## src/sv/ms_pkg.sv

```systemverilog
package ms_pkg;

   // element width and default capacity
   localparam int DATA_W           = 32;
   localparam int MAX_ELEMENTS_DEF = 64;

   // one request: a list element and its end mark
   typedef struct packed {
      logic signed [DATA_W-1:0] value;
      logic                     last_flag;
   } ms_req_type;

   // one result: a sorted element with its marks
   typedef struct packed {
      logic signed [DATA_W-1:0] sorted_value;
      logic                     last_out;
      logic                     dropped;
   } ms_rsp_type;

   // commands from the controller to the datapath
   typedef struct packed {
      logic load;        // store the request element
      logic sort_init;   // first merge width, source is buffer a
      logic pass_chk;    // start of a pass: first run pair, drain index
      logic group_set;   // set bounds of the current run pair
      logic rd_left;     // read head of the left run
      logic rd_right;    // take left head, read head of the right run
      logic cap_right;   // take right head
      logic merge;       // move the smaller head to the destination
      logic cap_wait;    // refill the head that was just consumed
      logic advance;     // next run pair or next pass
      logic drain;       // read one sorted element for output
   } ms_cmd_type;

   // status from the datapath to the controller
   typedef struct packed {
      logic sorted;      // run width covers the whole list
      logic group_end;   // the merge writes the last slot of the run pair
      logic list_end;    // the current run pair ends the pass
      logic drain_end;   // the drain reads the last element
   } ms_sts_type;

endpackage

```

## src/sv/ms_ram.sv

```systemverilog
module ms_ram #(
   parameter int WIDTH = 32,
   parameter int DEPTH = 64
) (
   input  logic                     clock,
   input  logic                     we,
   input  logic [$clog2(DEPTH)-1:0] waddr,
   input  logic [WIDTH-1:0]         wdata,
   input  logic                     re,
   input  logic [$clog2(DEPTH)-1:0] raddr,
   output logic [WIDTH-1:0]         rdata
);

   logic [WIDTH-1:0] mem [DEPTH];

   // one write port, one registered read port
   always_ff @(posedge clock) begin
      if (we) begin
         mem[waddr] <= wdata;
      end
      if (re) begin
         rdata <= mem[raddr];
      end
   end

endmodule

```

## src/sv/ms_ctrl.sv

```systemverilog
module ms_ctrl (
   input  logic               clock,
   input  logic               reset,
   input  logic               start,
   input  logic               last_flag,
   input  ms_pkg::ms_sts_type sts,
   output ms_pkg::ms_cmd_type cmd,
   output logic               busy
);

   import ms_pkg::*;

   typedef enum logic [9:0] {
      ST_IDLE  = 10'b00_0000_0001,
      ST_PASS  = 10'b00_0000_0010,
      ST_GROUP = 10'b00_0000_0100,
      ST_RDL   = 10'b00_0000_1000,
      ST_RDR   = 10'b00_0001_0000,
      ST_CAPR  = 10'b00_0010_0000,
      ST_MERGE = 10'b00_0100_0000,
      ST_WAIT  = 10'b00_1000_0000,
      ST_NEXT  = 10'b01_0000_0000,
      ST_DRAIN = 10'b10_0000_0000
   } ms_state_type;

   ms_state_type state_ff, state_in;

   // next state and commands
   always_comb begin
      state_in = state_ff;
      cmd      = '0;
      unique case (state_ff)
         ST_IDLE: begin
            if (start) begin
               cmd.load      = 1'b1;
               cmd.sort_init = last_flag;
               if (last_flag) begin
                  state_in = ST_PASS;
               end
            end
         end
         ST_PASS: begin
            cmd.pass_chk = 1'b1;
            state_in     = sts.sorted ? ST_DRAIN : ST_GROUP;
         end
         ST_GROUP: begin
            cmd.group_set = 1'b1;
            state_in      = ST_RDL;
         end
         ST_RDL: begin
            cmd.rd_left = 1'b1;
            state_in    = ST_RDR;
         end
         ST_RDR: begin
            cmd.rd_right = 1'b1;
            state_in     = ST_CAPR;
         end
         ST_CAPR: begin
            cmd.cap_right = 1'b1;
            state_in      = ST_MERGE;
         end
         ST_MERGE: begin
            cmd.merge = 1'b1;
            state_in  = sts.group_end ? ST_NEXT : ST_WAIT;
         end
         ST_WAIT: begin
            cmd.cap_wait = 1'b1;
            state_in     = ST_MERGE;
         end
         ST_NEXT: begin
            cmd.advance = 1'b1;
            state_in    = sts.list_end ? ST_PASS : ST_GROUP;
         end
         ST_DRAIN: begin
            cmd.drain = 1'b1;
            if (sts.drain_end) begin
               state_in = ST_IDLE;
            end
         end
         default: begin
            state_in = ST_IDLE;
         end
      endcase
   end

   // state register
   always_ff @(posedge clock) begin
      if (reset) begin
         state_ff <= ST_IDLE;
      end else begin
         state_ff <= state_in;
      end
   end

   assign busy = (state_ff != ST_IDLE);

endmodule

```

## src/sv/ms_dp.sv

```systemverilog
module ms_dp #(
   parameter int MAX_ELEMENTS = ms_pkg::MAX_ELEMENTS_DEF
) (
   input  logic               clock,
   input  logic               reset,
   input  ms_pkg::ms_cmd_type cmd,
   input  ms_pkg::ms_req_type req,
   output ms_pkg::ms_sts_type sts,
   output ms_pkg::ms_rsp_type rsp,
   output logic               rsp_valid
);

   import ms_pkg::*;

   localparam int AW = $clog2(MAX_ELEMENTS);
   localparam int CW = $clog2(MAX_ELEMENTS + 1);
   localparam int SW = CW + 2;

   logic [CW-1:0] count_ff, count_in;
   logic          ovf_ff, ovf_in;
   logic [CW:0]   w_ff, w_in;
   logic [CW-1:0] lo_ff, lo_in;
   logic [CW-1:0] mid_ff, mid_in;
   logic [CW-1:0] hi_ff, hi_in;
   logic [CW-1:0] l_ff, l_in;
   logic [CW-1:0] r_ff, r_in;
   logic [CW-1:0] k_ff, k_in;
   logic [CW-1:0] j_ff, j_in;
   logic          src_ff, src_in;
   logic          took_l_ff, took_l_in;
   logic signed [DATA_W-1:0] head_l_ff, head_l_in;
   logic signed [DATA_W-1:0] head_r_ff, head_r_in;
   logic          drv_ff, drv_in;
   logic          drl_ff, drl_in;
   logic          drd_ff, drd_in;

   logic [SW-1:0] mid_sum, hi_sum, n_ext, mid_calc, hi_calc;
   logic [CW-1:0] l_inc, r_inc;
   logic          room, take_l;
   logic signed [DATA_W-1:0] pick;

   logic              we_a, we_b, re;
   logic [AW-1:0]     waddr, raddr;
   logic [DATA_W-1:0] wdata, q_a, q_b, q_src;

   // run pair bounds, clipped to the list length
   assign n_ext    = SW'(count_ff);
   assign mid_sum  = SW'(lo_ff) + SW'(w_ff);
   assign hi_sum   = SW'(lo_ff) + {w_ff, 1'b0};
   assign mid_calc = (mid_sum < n_ext) ? mid_sum : n_ext;
   assign hi_calc  = (hi_sum < n_ext) ? hi_sum : n_ext;

   assign room   = (count_ff < CW'(MAX_ELEMENTS));
   assign l_inc  = l_ff + CW'(1);
   assign r_inc  = r_ff + CW'(1);
   assign q_src  = src_ff ? q_b : q_a;

   // left run wins ties, an exhausted run never wins
   assign take_l = (l_ff < mid_ff) && ((r_ff >= hi_ff) || (head_l_ff <= head_r_ff));
   assign pick   = take_l ? head_l_ff : head_r_ff;

   // status
   assign sts.sorted    = ({1'b0, count_ff} <= w_ff);
   assign sts.group_end = ((k_ff + CW'(1)) == hi_ff);
   assign sts.list_end  = (hi_ff == count_ff);
   assign sts.drain_end = ((j_ff + CW'(1)) == count_ff);

   // buffer ports: load and merge writes, source reads
   always_comb begin
      we_a  = 1'b0;
      we_b  = 1'b0;
      waddr = count_ff[AW-1:0];
      wdata = req.value;
      re    = 1'b0;
      raddr = l_ff[AW-1:0];
      if (cmd.load) begin
         we_a = room;
      end else if (cmd.merge) begin
         we_a  = src_ff;
         we_b  = !src_ff;
         waddr = k_ff[AW-1:0];
         wdata = pick;
      end
      if (cmd.rd_left) begin
         re = 1'b1;
      end else if (cmd.rd_right) begin
         re    = 1'b1;
         raddr = r_ff[AW-1:0];
      end else if (cmd.merge) begin
         re    = 1'b1;
         raddr = take_l ? l_inc[AW-1:0] : r_inc[AW-1:0];
      end else if (cmd.drain) begin
         re    = 1'b1;
         raddr = j_ff[AW-1:0];
      end
   end

   // next values of the sort registers
   always_comb begin
      count_in  = count_ff;
      ovf_in    = ovf_ff;
      w_in      = w_ff;
      lo_in     = lo_ff;
      mid_in    = mid_ff;
      hi_in     = hi_ff;
      l_in      = l_ff;
      r_in      = r_ff;
      k_in      = k_ff;
      j_in      = j_ff;
      src_in    = src_ff;
      took_l_in = took_l_ff;
      head_l_in = head_l_ff;
      head_r_in = head_r_ff;
      drv_in    = cmd.drain;
      drl_in    = cmd.drain && sts.drain_end;
      drd_in    = ovf_ff;
      if (cmd.load) begin
         if (room) begin
            count_in = count_ff + CW'(1);
         end else begin
            ovf_in = 1'b1;
         end
      end
      if (cmd.sort_init) begin
         w_in   = (CW + 1)'(1);
         src_in = 1'b0;
      end
      if (cmd.pass_chk) begin
         lo_in = '0;
         j_in  = '0;
      end
      if (cmd.group_set) begin
         mid_in = mid_calc[CW-1:0];
         hi_in  = hi_calc[CW-1:0];
         l_in   = lo_ff;
         r_in   = mid_calc[CW-1:0];
         k_in   = lo_ff;
      end
      if (cmd.rd_right) begin
         head_l_in = q_src;
      end
      if (cmd.cap_right) begin
         head_r_in = q_src;
      end
      if (cmd.merge) begin
         k_in      = k_ff + CW'(1);
         took_l_in = take_l;
         if (take_l) begin
            l_in = l_inc;
         end else begin
            r_in = r_inc;
         end
      end
      if (cmd.cap_wait) begin
         if (took_l_ff) begin
            head_l_in = q_src;
         end else begin
            head_r_in = q_src;
         end
      end
      if (cmd.advance) begin
         if (sts.list_end) begin
            w_in   = {w_ff[CW-1:0], 1'b0};
            src_in = !src_ff;
         end else begin
            lo_in = hi_ff;
         end
      end
      if (cmd.drain) begin
         j_in = j_ff + CW'(1);
         if (sts.drain_end) begin
            count_in = '0;
            ovf_in   = 1'b0;
         end
      end
   end

   // control registers
   always_ff @(posedge clock) begin
      if (reset) begin
         count_ff <= '0;
         ovf_ff   <= 1'b0;
         drv_ff   <= 1'b0;
         src_ff   <= 1'b0;
      end else begin
         count_ff <= count_in;
         ovf_ff   <= ovf_in;
         drv_ff   <= drv_in;
         src_ff   <= src_in;
      end
   end

   // payload registers
   always_ff @(posedge clock) begin
      w_ff      <= w_in;
      lo_ff     <= lo_in;
      mid_ff    <= mid_in;
      hi_ff     <= hi_in;
      l_ff      <= l_in;
      r_ff      <= r_in;
      k_ff      <= k_in;
      j_ff      <= j_in;
      took_l_ff <= took_l_in;
      head_l_ff <= head_l_in;
      head_r_ff <= head_r_in;
      drl_ff    <= drl_in;
      drd_ff    <= drd_in;
   end

   // ping-pong buffers
   ms_ram #(
      .WIDTH (DATA_W),
      .DEPTH (MAX_ELEMENTS)
   ) u_buf_a (
      .clock (clock),
      .we    (we_a),
      .waddr (waddr),
      .wdata (wdata),
      .re    (re),
      .raddr (raddr),
      .rdata (q_a)
   );

   ms_ram #(
      .WIDTH (DATA_W),
      .DEPTH (MAX_ELEMENTS)
   ) u_buf_b (
      .clock (clock),
      .we    (we_b),
      .waddr (waddr),
      .wdata (wdata),
      .re    (re),
      .raddr (raddr),
      .rdata (q_b)
   );

   // result strobe comes in the cycle after the drain read
   assign rsp_valid        = drv_ff;
   assign rsp.sorted_value = q_src;
   assign rsp.last_out     = drl_ff;
   assign rsp.dropped      = drd_ff;

endmodule

```

## src/sv/merge_sorter_top.sv

```systemverilog
// Stable ascending merge sorter. Elements are loaded one per cycle while busy is low
// (start high); the element with last_flag set closes the list. Up to MAX_ELEMENTS
// elements are kept, later ones are discarded and every result of that list has
// dropped set. The list is then sorted by bottom-up merge passes between two
// buffers: ceil(log2(n)) passes, each opened by a width check that after the last
// pass finds the list sorted. Each run pair sets its bounds, reads the left then
// the right head and merges, each merge but the last refilling the consumed head,
// as the source buffer has a single read port. Then n results follow on consecutive
// cycles, each shown for exactly one cycle with rsp_valid high and last_out on the
// final one. The receiver cannot stall: every strobed result must be taken at once.
// busy stays high from the closing element until the cycle that shows the last
// result, in which busy is already low and the next list may start loading.
module merge_sorter_top #(
   parameter int MAX_ELEMENTS = ms_pkg::MAX_ELEMENTS_DEF
) (
   input  logic               clock,
   input  logic               reset,
   input  logic               start,
   output logic               busy,
   input  ms_pkg::ms_req_type req_data,
   output logic               rsp_valid,
   output ms_pkg::ms_rsp_type rsp_data
);

   import ms_pkg::*;

   ms_cmd_type cmd;
   ms_sts_type sts;

   // sequencer
   ms_ctrl u_ctrl (
      .clock     (clock),
      .reset     (reset),
      .start     (start),
      .last_flag (req_data.last_flag),
      .sts       (sts),
      .cmd       (cmd),
      .busy      (busy)
   );

   // buffers, run pointers and merge compare
   ms_dp #(
      .MAX_ELEMENTS (MAX_ELEMENTS)
   ) u_dp (
      .clock     (clock),
      .reset     (reset),
      .cmd       (cmd),
      .req       (req_data),
      .sts       (sts),
      .rsp       (rsp_data),
      .rsp_valid (rsp_valid)
   );

endmodule

```

## config.mk

```make
export PLATFORM = sky130hd
export DESIGN_NAME = merge_sorter_top
export DESIGN_NICKNAME = d
export VERILOG_FILES = /design/src/sv/ms_pkg.sv /design/src/sv/ms_ram.sv /design/src/sv/ms_ctrl.sv /design/src/sv/ms_dp.sv /design/src/sv/merge_sorter_top.sv
export SDC_FILE = /design/constraint.sdc
export NUM_CORES = 2
export LEC_CHECK = 0
export BUFFER_PORTS_ARGS = -buffer_cell sky130_fd_sc_hd__buf_2
export CAP_MARGIN = 20
export CORE_MARGIN = 5
export CORE_UTILIZATION = 35
export DETAILED_ROUTE_END_ITERATION = 10
export PLACE_DENSITY = 0.47
export SYNTH_ARGS = -nofsm -noshare
export SYNTH_HDL_FRONTEND = slang
export SYNTH_HIERARCHICAL = 1
export SYNTH_SLANG_ARGS = --single-unit
```

## constraint.sdc

```tcl
create_clock -name clock -period 18.75 [get_ports clock]
set_clock_uncertainty 0.05 [all_clocks]
set_input_delay 0.9375 -clock clock [delete_from_list [all_inputs] [get_ports clock]]
set_output_delay 0.9375 -clock clock [all_outputs]
set_load 0.02 [all_outputs]
```

# After elaboration in Yosys (flattened, before gate mapping)
# Memory sizes are Yosys's and may differ from the RTL's. A register that Yosys moved wholly into a read port is not among the register bits.
# Index checks and enable logic that the tools add are counted.
[word_totals]
memories = 2
out_inout_bits = 36
ff_bits = 144
ramBits = 4096
input_bits = 36
wordCells = 135
[memory_table]
columns = ["memory", "depth", "width", "rd", "rd_clocked_by_memory_dff", "wr", "line", "rtl"]
rows = [
  ["u_dp.u_buf_a.mem", 64, 32, 1, 1, 1, "ms_ram.sv:14", "logic [WIDTH-1:0] mem [DEPTH];"],
  ["u_dp.u_buf_b.mem", 64, 32, 1, 1, 1, "ms_ram.sv:14", ""],
]
[op_classes]
add_sub_neg = 7
n_reduce_logical = 8
eq_ne = 17
n_lt_le_gt_ge = 7
mux = 76
[ops]
columns = ["op", "count"]
rows = [
  ["32-bit two-way mux", 10],
  ["7-bit two-way mux", 19],
  ["10-bit case mux with 9 select lines", 1],
  ["6-bit two-way mux", 7],
  ["10-bit two-way mux", 4],
  ["7-bit by 1-bit adder with 7-bit output (second input constant)", 5],
  ["32-bit <= comparator", 1],
  ["1-bit two-way mux", 28],
  ["8-bit two-way mux", 3],
  ["7-bit == test", 3],
  ["9-bit by 7-bit less-than comparator with 1-bit output", 2],
  ["10-bit by 1-bit == test with 1-bit output (second input constant)", 1],
  ["10-bit == test (second input constant)", 1],
  ["10-bit by 2-bit == test with 1-bit output (second input constant)", 1],
  ["10-bit by 3-bit == test with 1-bit output (second input constant)", 1],
  ["10-bit by 4-bit == test with 1-bit output (second input constant)", 1],
  ["10-bit by 5-bit == test with 1-bit output (second input constant)", 1],
  ["10-bit by 6-bit == test with 1-bit output (second input constant)", 1],
  ["10-bit by 7-bit == test with 1-bit output (second input constant)", 1],
  ["10-bit by 8-bit == test with 1-bit output (second input constant)", 1],
  ["10-bit by 9-bit == test with 1-bit output (second input constant)", 1],
  ["10-bit by 1-bit inequality test with 1-bit output (second input constant)", 1],
  ["7-bit by 8-bit adder with 9-bit output", 1],
  ["7-bit by 9-bit adder with 9-bit output", 1],
  ["other kinds (15)", 19],
]

# Longest topological paths before layout
[depth]
depth_word = 7
ltp_mapped = 22
depth_no_buf = 17

# Modules after synthesis
# Netlist, hierarchy kept.
[by_module_without_submodules]
columns = ["module", "seq_area_each_um2", "cells_per_inst", "n_inst", "area_each_um2"]
rows = [
  ["ms_ram", 62459.9, 3324, 2, 78835.6],
  ["ms_dp", 2972.9, 1075, 1, 8898.5],
  ["ms_ctrl", 200.2, 71, 1, 639.4],
]

# Worst setup path after synthesis
# OpenSTA, ideal clock, no wires.
[synth_timing]
path_kind = "register -> register"
startpoint = "register u_dp.hi_ff[1]"
endpoint = "memory u_dp.u_buf_a.mem[0][0] (data pin)"
setup_ns = 1.197
t_arrival_ns = 7.271
n_path_buf = 1
stages_incl_launch_ff = 11
required_ns = 17.503
setup_slack_ns = 10.232
synth_period_minus_slack_ns = 8.518
cell_sequence = "edfxtp_1 inv_1 ha_1 and4_4 a2111oi_4 a21oi_1 a311o_1 o31a_4 buf_6 mux2i_1 o21ai_0"
[synth_between]
elab_chain_cells = 6
[synth_rtl]
columns = ["item", "line", "rtl"]
rows = [
  ["start: declaration", "ms_dp.sv:24", "logic [CW-1:0] hi_ff, hi_in;"],
  ["start signal: assignment", "ms_dp.sv:198", "hi_ff <= hi_in;"],
  ["7-bit >= comparator", "ms_dp.sv:59", "assign take_l = (l_ff < mid_ff) && ((r_ff >= hi_ff) || (head_l_ff <= head_r_ff));"],
  ["1-bit logical OR", "ms_dp.sv:59", ""],
  ["1-bit logical AND", "ms_dp.sv:59", ""],
  ["32-bit two-way mux", "ms_dp.sv:60", "assign pick = take_l ? head_l_ff : head_r_ff;"],
  ["32-bit two-way mux", "ms_dp.sv:78", "end else if (cmd.merge) begin"],
  ["32-bit two-way mux", "ms_dp.sv:76", "if (cmd.load) begin"],
  ["via u_dp.wdata[0]", "ms_dp.sv:44", "logic [DATA_W-1:0] wdata, q_a, q_b, q_src;"],
  ["end: declaration", "ms_ram.sv:14", ""],
]
# The timed path passes the listed nets, and every way through them passes these cells.

# Worst setup path in the final report
[layout_timing]
startpoint = "register u_dp.head_r_ff[7]"
endpoint = "register u_dp.u_buf_a.rdata[30], read port of u_dp.u_buf_a.mem (data pin)"
[layout_between]
elab_chain_cells = 7
[layout_rtl]
columns = ["item", "line", "rtl"]
rows = [
  ["start: declaration", "ms_dp.sv:32", "logic signed [DATA_W-1:0] head_r_ff, head_r_in;"],
  ["start signal: assignment", "ms_dp.sv:205", "head_r_ff <= head_r_in;"],
  ["32-bit <= comparator", "ms_dp.sv:59", ""],
  ["1-bit logical OR", "ms_dp.sv:59", ""],
  ["1-bit logical AND", "ms_dp.sv:59", ""],
  ["6-bit two-way mux", "ms_dp.sv:91", "raddr = take_l ? l_inc[AW-1:0] : r_inc[AW-1:0];"],
  ["6-bit two-way mux", "ms_dp.sv:89", "end else if (cmd.merge) begin"],
  ["6-bit two-way mux", "ms_dp.sv:86", "end else if (cmd.rd_right) begin"],
  ["6-bit two-way mux", "ms_dp.sv:84", "if (cmd.rd_left) begin"],
  ["via u_dp.raddr[0]", "ms_dp.sv:43", "logic [AW-1:0] waddr, raddr;"],
  ["end: declaration", "ms_ram.sv:11", "output logic [WIDTH-1:0] rdata"],
]
# The timed path passes the listed nets, and every way through them passes these cells.
# A chain may end at the register's enable or synchronous reset.

==> metrics.md <==
| Metric | Value |
|---|---|
| Status | `finished, final reports clean` |
| Number of max-cap violations | `0` |
| Post-route antenna net violation count | `0` |
| Reg2Reg Depth | `19` |
| Post-synth cell types | `82` |
| Seq/Total Area, Yosys | `76.61%` |
| Critical Path End Type | `flop` |
| #FFs+latches synth | `4304` |
| DRC viols | `0` |
| CP Launch Type | `flop` |
| Clk pwr share | `43.0%` |
| Placer Congestion | `0.8072` |
| Synth async-reset ratio | `0%` |
| Peak VDD IR | `81.71 uV` |
| Final core utilization | `40.31%` |
| Crit Reg-Reg Startpoint | `u_dp/head_r_ff[7]` |
| CTS tree | `yes` |
| Fin crit share | `48.52%` |
| Crit-path most repeated cell | `buf_4` |
| Post-synth EDFFs | `4189` |
| Mapped Cells | `7794` |
| Via density | `5.524` |
| Post-Synth Simple-Gate Area | `2.232%` |
| Max Clock Freq | `109.9 MHz` |
| Seq pwr share | `52.8%` |
| Die width | `701.2 um` |
| Synth cell count leaders | `edfxtp_1 (4189), mux4_2 (1088), nor2_1 (412), a21oi_1 (262), mux2i_1 (226)` |
| I/O pin total | `72` |
| Largest family of logic cells by synthesized area | `multiplexers` |
| Core area | `475500 um2` |
| Area contributors post-synth | `edfxtp_1 (75%), mux4_2 (15%), dfxtp_1 (1.4%)` |
| Avg Cell Area, Syn | `21.45 um2` |
| Worst path top cell family by delay | `compound AO/OA/AOI/OAI gates` |
| RSZ-0062 raised after global routing | `no` |
| Die Y-Extent | `701.2 um` |
| Leakage power | `0.05742 uW` |
| Reg-to-reg slack, setup | `9650 ps` |
| Worst Setup Path Type | `reg2reg` |
| Vias in the first global route | `84520` |
| Setup TNS | `0 ps` |
| Multiplexer share of the synthesized area | `16.16%` |
| Synth top area share | `75.23%` |
| Least-Margin Pin Slew | `1216 ps` |
| Initial Util | `35.17%` |
| Main synth FF type | `edfxtp_1` |
| Synthesized-area fraction occupied by adder cells | `0.6375%` |
| Synth Area in Compound Gates | `2.633%` |
| Mapped Nets | `7914` |
| Final nets | `8324` |
| Arrival time worst endpoint | `9760 ps` |
| Placed Area | `177500 um2` |
| Slew Limit Fails | `0` |
| Num CTS Buffers | `444` |
| DR vias | `82670` |
| First-pass GRT wire length | `691800 um` |
| Drt pass-1 iters | `8` |
| Initial DRC count | `8650` |
| CP startpoint | `u_dp/head_r_ff[7]` |
| Pre-CTS WS | `9626 ps` |
| Critical Path RT | `19410 ps` |
| Hold slack | `186.2 ps` |
| Synth Warn # | `6` |
| # setup viols final | `0` |
| Clock transition at the registers of the reported paths | `60 ps` |
| DPL Wire Length | `279800 um` |
| Area of the die | `491700 um2` |
| Slowest Stage Delay on Critical Path | `830 ps` |
| Critical-path top delay cell | `buf_4` |
| Dominant cell type by area after synthesis | `edfxtp_1` |
| Finished Cell Area | `191700 um2` |
| CP max FO | `86` |
| Pwr dens | `104.9 nW/um2` |
| Rows | `253` |
| PortBufs | `71` |
| Area grow syn2layout | `14.63%` |
| XOR/XNOR Fraction of Synth Area | `0.2619%` |
| Cell-internal power | `15790 uW` |
| Normalized max-slew margin | `16.59%` |
| Cell Area, Synth | `167200 um2` |
| Post-CTS Repair Setup Buffers | `0` |
| Most frequent cell after synthesis | `edfxtp_1` |
| CTS H-tree depth | `5` |
| Critical Path Sink | `u_dp/u_buf_a/rdata[30]` |
| Comb power frac | `4.2%` |
| Reg-to-reg endpoint | `u_dp/u_buf_a/rdata[30]` |
| Post-CTS resize count | `0` |
| Buf+Inv Stages, Crit Path | `5` |
| Final WL | `500100 um` |
| Final-report hold violation count | `0` |
| Cts-stage hold buffer count | `0` |
| Hold path depth | `2` |
| Congestion Overflow GR | `0` |
| CP Depth | `19` |
| Largest net degree at the start of global routing | `125` |
| Hold Path Class | `in2reg` |
| Switching Share | `21.48%` |
| Sw power | `4320 uW` |
| All-Layer GR Usage | `19.94%` |
| CTS Buffer Depth | `4` |
| Clock latency on the worst-skew pair | `1000 ps` |
| Crit path time final | `9097 ps` |
| Initial antenna violation count | `35` |
| CTS Root Buffer Type | `clkbuf_16` |
| Cell chain of the critical path | `inv_1 > ha_1 > a41o_1 > a21oi_1 > nor4_1 > o41ai_1 > a21oi_1 > o31a_4 > a221o_1 > o21ai_4 > buf_4 > buf_4 > buf_4 > buf_4 > mux4_2 > o22ai_1 > nor2_1 > a21oi_1 > nor2_1` |
| Layout cells sized above 1 | `27.34%` |
| Final worst slack | `9653 ps` |
| Wire length per cell | `33.42 um` |
| Clk sink count | `4304` |
## cell type report
type                    count  area (um2)
inverters                 108       405.4
fillers                 41980      283800
clock inverters           282        2530
clock buffers             533       11530
well taps                6375        7976
multi-input cells        2961       38150
diodes                     17       42.54
repair buffers            385        2932
flip-flops and latches   4304      128100
## through the flow
stage	total power, uW	std cells
global route	20760	14950
floorplan	11330	7794
finish	20110	14970
detailed placement	11690	14130
global placement	11670	14110
CTS	20340	14940
## worst min path at each step
stage                          to                from  slack, ps
2_1_floorplan         u_dp/drd_ff         u_dp/drd_in        280
3_3_place_gp          u_dp/drd_ff         u_dp/drd_in        420
3_5_place_dp   u_dp/head_r_ff[26]  u_dp/head_r_ff[26]        430
4_1_cts        u_ctrl/state_ff[9]               reset         80
5_1_grt        u_ctrl/state_ff[9]               reset        140
6_report       u_ctrl/state_ff[9]               reset        190
## state kept, by name, summed over array words and instances, names as in the netlist, 8 cells and up
signal,count
u_dp/u_buf_b/rdata,32
u_dp/u_buf_a/rdata,32
u_dp/head_l_ff,32
u_ctrl/state_ff,10
u_dp/u_buf_b/mem,2048
u_dp/u_buf_a/mem,2048
u_dp/w_ff,8
u_dp/head_r_ff,32
## routing by layer
| layer | vias to the layer above | wire length [um] | track usage (%) | share of wire (%) |
|---|---|---|---|---|
| met3 | 609 | 31790 | 3.257 | 6.4 |
| li1 | 33490 | - | - | - |
| met1 | 45740 | 214500 | 28.02 | 43 |
| met2 | 2818 | 239900 | 32.42 | 48 |
| met4 | 6 | 13790 | 5.177 | 2.8 |
| met5 | - | 44 | 0 | 0.0088 |
## logic make-up (layout without fill, tap and decap cells)
kind of cell / Yosys count / in the layout
and+or+nand+nor: 793 / 793
xor gates and xnor gates: 50 / 50
other: 0 / 17
muxes: 1336 / 1336
AOI/OAI and AO/OA: 698 / 698
buffers and inverters: 529 / 1308
adders and majority gates: 84 / 84
DFF: 4304 / 4304
## worst register-to-register path, delay by kind of cell, from the launching register on
kind            cells  cell delay [ps]
mux                 1              640
flops               1              340
compound gates      9             4030
fa+ha+maj           1              310
buf+inv             5             3210
simple gates        3              250
## power by group through the flow
stage | combinational (uW) | sequential [uW] | clock (uW)
final | 846 | 10600 | 8640
after global routing | 902 | 10600 | 9240
after CTS | 866 | 10600 | 8850
after detailed placement | 864 | 10800 | 0
after global placement | 851 | 10800 | 0
after floorplan | 485 | 10800 | 0
## cells in the final DEF (no fill, tap or decap), types with 23 or more instances in the layout
master     synthesis  layout
edfxtp_1        4189    4189
ha_1              82      82
o21ai_0           42      35
nand3b_1          24      24
inv_1            107     107
a21oi_1          262     262
nand2_1          120     118
nand2b_1          28      23
clkbuf_1         183      85
buf_4             54     289
bufinv_16          0      40
clkinv_2           0      91
o221ai_1          55      55
xnor2_1           32      32
mux4_2          1088    1088
o22ai_1          169     168
a22oi_1           27      27
clkbuf_16          0     448
mux2i_1          226     214
dfxtp_1          115     114
nor2_1           412     288
nor2b_1           52      52
buf_2            121      71
nor2_4             0     124
clkinv_1           1     112
nand3_1           25      25
o21ai_4            0      33
Power figures use the tool's default switching activity.
